File: src/hw/rtl/bitmap_block_allocator_core_macros.svh
// Assertion macros shared by the bitmap block allocator RTL.
`ifndef BITMAP_BLOCK_ALLOCATOR_CORE_MACROS_SVH
`define BITMAP_BLOCK_ALLOCATOR_CORE_MACROS_SVH
`ifndef NO_ASSERTIONS
// Same-cycle implication, checked at every rising clock edge outside reset.
`define BBA_ASSERT_NOW(lbl, clk, rst_n, pre, post) \
    lbl: assert property (@(posedge clk) disable iff (!rst_n) (pre) |-> (post)) \
        else $error("bitmap allocator check failed");
// Next-cycle implication, checked at every rising clock edge outside reset.
`define BBA_ASSERT_NEXT(lbl, clk, rst_n, pre, post) \
    lbl: assert property (@(posedge clk) disable iff (!rst_n) (pre) |=> (post)) \
        else $error("bitmap allocator check failed");
`else
`define BBA_ASSERT_NOW(lbl, clk, rst_n, pre, post)
`define BBA_ASSERT_NEXT(lbl, clk, rst_n, pre, post)
`endif
`endif

File: src/hw/rtl/bba_ram.sv
// Generic single-write, single-read synchronous RAM with registered read data.
module bba_ram #(
    parameter int WIDTH = 8,
    parameter int DEPTH = 512
) (
    input  logic                                 clk,
    input  logic                                 we,
    input  logic [(DEPTH > 1 ? $clog2(DEPTH) : 1)-1:0] waddr,
    input  logic [WIDTH-1:0]                     wdata,
    input  logic                                 re,
    input  logic [(DEPTH > 1 ? $clog2(DEPTH) : 1)-1:0] raddr,
    output logic [WIDTH-1:0]                     rdata
);

    logic [WIDTH-1:0] mem [DEPTH];
    logic [WIDTH-1:0] rdata_reg;

    always_ff @(posedge clk)
    begin
        if (we)
        begin
            mem[waddr] <= wdata;
        end
        if (re)
        begin
            rdata_reg <= mem[raddr];
        end
    end

    assign rdata = rdata_reg;

endmodule

File: config.mk
export PLATFORM = sky130hd
export DESIGN_NAME = bba_ram
export DESIGN_NICKNAME = d
export VERILOG_FILES = /design/src/hw/rtl/bitmap_block_allocator_core_macros.svh /design/src/hw/rtl/bba_ram.sv
export SDC_FILE = /design/constraint.sdc
export NUM_CORES = 2
export LEC_CHECK = 0
export ABC_AREA = 1
export BUFFER_PORTS_ARGS = -buffer_cell sky130_fd_sc_hd__buf_4
export CAP_MARGIN = 20
export CELL_PAD_IN_SITES_DETAIL_PLACEMENT = 1
export CELL_PAD_IN_SITES_GLOBAL_PLACEMENT = 1
export CORE_MARGIN = 3
export CORE_UTILIZATION = 24
export CTS_CLUSTER_SIZE = 14
export DETAILED_ROUTE_END_ITERATION = 10
export GPL_ROUTABILITY_DRIVEN = 0
export PLACE_DENSITY_LB_ADDON = 0.1
export RECOVER_POWER = 25
export SYNTH_ARGS = -nofsm -noshare
export SYNTH_HDL_FRONTEND = slang
export SYNTH_SLANG_ARGS = --single-unit
export TNS_END_PERCENT = 50
File: constraint.sdc
create_clock -name clk -period 2.1 [get_ports clk]
set_input_delay 0.315 -clock clk [delete_from_list [all_inputs] [get_ports clk]]
set_output_delay 0.315 -clock clk [all_outputs]
set_load 0.03 [all_outputs]
==> metrics <==
status=finished, violations left; failing checks=capacitance limit, slew limit, setup timing; Setup violations, final=1569; Via Count=112422; post-route setup slack=-0.284 ns; Root Buffer=clkbuf_16; first-pass GRT wire length=between 900000 and 1000000 um; initial core utilization=approximately a quarter; Worst VDD drop=0.753 mV; clk slew on worst S/H paths=0.06 ns; vias per std cell=4.55; DIE AREA=705000 sq um; Worst Tran Pin Value=2.06 ns; core area=roughly 690000 sq um; Max clock buf depth=4; critical path's largest stage delay=0.74 ns; HPWL Detailed=425000 um; Synth top cells by count=nand2_1, edfxtp_1, nand3_1, buf_2, nor2_1; later-pin clock latency in the skew report=around 1.1 ns; Max Cap Violations=4; fin crit share=114%; leading area contributor after synthesis=edfxtp_1; Critical Path, Cell by Cell=buf_6; share of layout cells above drive strength 1=16.4%; critical path endpoint category=output pin; Max Fclk=roughly 420 MHz; post-route cell area=approximately 210000 sq um; GRT overflow=0; # rows=305; FF-to-FF path depth=12; Cells after Synth=between 10000 and 15000; Crit path max-delay family=flip-flops; Cell Int Power=143 mW; sequential power share=a little under half; drt total wl=651000 um; combinational fraction of design power=under 10%; Buf/Inv on CP=1; Hold Path Stages=8; Min Hold Slack=0.121 ns; synth warn=0; Final min period=2.38 ns; Req. time, crit path=roughly 1.8 ns; synth unique cells=15; Synth area leaders=edfxtp_1, nand3_1, nand2_1; net count after synthesis=approximately 14000; die height=840 um; I/O Buffers=36; switch share=24.5%; DRC Markers=0; Finished Layout Cells=24722; final hold violation count=0; Pwr Total=189 mW; power share of the clock group=approximately 45%; Hold Path Class=in -> reg; final antenna-violating net count=0; Synth Cell Area=167000 sq um; placed cell area=190000 sq um; origin of the worst min-delay path=waddr[0]; Max-slew headroom=-37.3%; Clock Skews=0.0476 ns; Synth top area share=around three quarters; predominant post-synthesis flop cell=edfxtp_1; post-synthesis sequential area ratio=73.9%; Post-synth EDFFs=4104; CP startpoint kind=register; initial DRC count=8029; P_sw=46.2 mW; Initial DRT Pass Iterations=5; Post-synth ARST share=0%; Die W=840 um; Max FO, Critical Path=1; most common cell in the netlist=nand2_1; RSZ-0062 raised after global routing=yes; Crit-path slowest cell=edfxtp_1; leakage power=approximately 73 nW; H-tree depth=6; placed cell count=23787; vias in the first global route=about 120k; setup_tns=-140.50 ns; PwrDens=913 nW/um^2; Area Overhead vs Synth=24.1%; CTS Buf Count=521; CP arrival=roughly 2.1 ns; critical path type=reg -> out; Slew Viols, Final=62; reg2reg end=rdata[2]$_DFFE_PP_; clk sinks=between 4000 and 5000; syn_area_per_cell=12.0 sq um; IO Count=37; initial antenna violation count=63; largest net degree at the start of global routing=99; GRT Total Usage=18.0%; worst hold endpoint=mem[362][3]$_DFFE_PP_; Wirelength per Cell=26.3 um; #FFs+latches synth=4104; NumNets Final=approximately 15000; RR Startpoint=mem[196][2]$_DFFE_PP_; Largest register FFs=4096; CTS tree=done; reg2reg setup slack=-0.08 ns
-- kinds of logic (layout without fill, tap and decap cells) --
| logic type | after synthesis | after routing | synth area share (%) |
|---|---|---|---|
| buf+inv | 1022 | 2633 | 3.33 |
| flops | 4104 | 4104 | 73.9 |
| other cells | 0 | 10 | 0 |
| simple gates | 8765 | 8765 | 22.8 |
-- per-layer routing --
layer  vias to the layer above  GRT usage, %  share of wire (%)
met5                         -             0             0.0041
met4                         4          3.04                1.7
met3                       670          1.97                3.5
met2                      1751          29.7                 47
met1                     57905          25.9                 48
li1                      52092             -                  -
-- cells in the final DEF (no fill, tap or decap), types with 8 or more instances in the layout --
cell | Yosys | layout
nand2_1 | 4160 | 4145
edfxtp_1 | 4104 | 4104
nand3_1 | 4080 | 3883
buf_4 | 123 | 1247
clkbuf_16 | 0 | 533
nor2_1 | 514 | 512
buf_12 | 1 | 312
clkbuf_1 | 184 | 154
nand3_2 | 0 | 151
clkinv_1 | 0 | 112
clkinv_2 | 0 | 55
nand3_4 | 0 | 46
clkbuf_2 | 0 | 31
inv_1 | 34 | 30
clkbuf_4 | 0 | 25
buf_6 | 72 | 19
inv_6 | 0 | 18
clkinv_8 | 0 | 18
bufinv_16 | 0 | 17
nand2_4 | 0 | 15
dlygate4sd3_1 | 0 | 15
inv_16 | 0 | 11
diode_2 | 0 | 10
buf_8 | 4 | 9
nor3_1 | 11 | 8
-- metrics by stage --
step / setup WS [ns] / utilization (%)
final: -0.284 / 30.0
after global routing: -0.405 / 30.0
after CTS: -0.442 / 30.0
after detailed placement: -1.60 / 27.5
after global placement: -1.61 / 27.5
after floorplan: 0.194 / -
-- power groups by stage --
stage               sequential, mW  combinational, mW  clock, mW
floorplan                     92.0               5.58          0
finish                        90.4               13.6       85.1
CTS                           90.3               14.0       88.0
detailed placement            92.0               13.7          0
global route                  90.3               14.7       91.1
global placement              92.0               13.7          0
-- tightest hold or removal path: cells and delay by family --
kind | cells | cell delay [ns]
buffers and inverters | 4 | 0.44
AND/OR/NAND/NOR | 4 | 0.24
-- area by class of cell --
class,instances,area (sq um)
Fill cell,74706,484000
Clock buffer,667,13800
Antenna cell,10,25.0
Sequential cell,4104,123000
Timing Repair Buffer,1690,16800
Tap cell,9210,11500
Multi-Input combinational cell,8765,39500
Inverter,39,219
Clock inverter,237,2000
-- worst max-delay path by stage --
stage	slack [ns]	cells after the start	end	startpoint
6_report	-0.28	1	rdata[7]	rdata[7]$_DFFE_PP_
2_1_floorplan	0.19	7	mem[212][0]$_DFFE_PP_	waddr[4]
3_5_place_dp	-1.60	17	rdata[1]$_DFFE_PP_	raddr[0]
3_3_place_gp	-1.61	17	rdata[0]$_DFFE_PP_	raddr[0]
4_1_cts	-0.44	1	rdata[7]	rdata[7]$_DFFE_PP_
5_1_grt	-0.40	1	rdata[7]	rdata[7]$_DFFE_PP_
-- timing repair --
item / in CTS / in global routing
gates resized for setup: 187 / 75
gates cloned: 1 / 2
buffers inserted: 0 / 3
endpoints found under the setup margin: 16 / 16
hold buffers: 15 / 0
endpoints found under the hold margin: 2687 / 0
pin swaps: 13 / 9
Note: power is estimated with default switching activity, not from simulation.
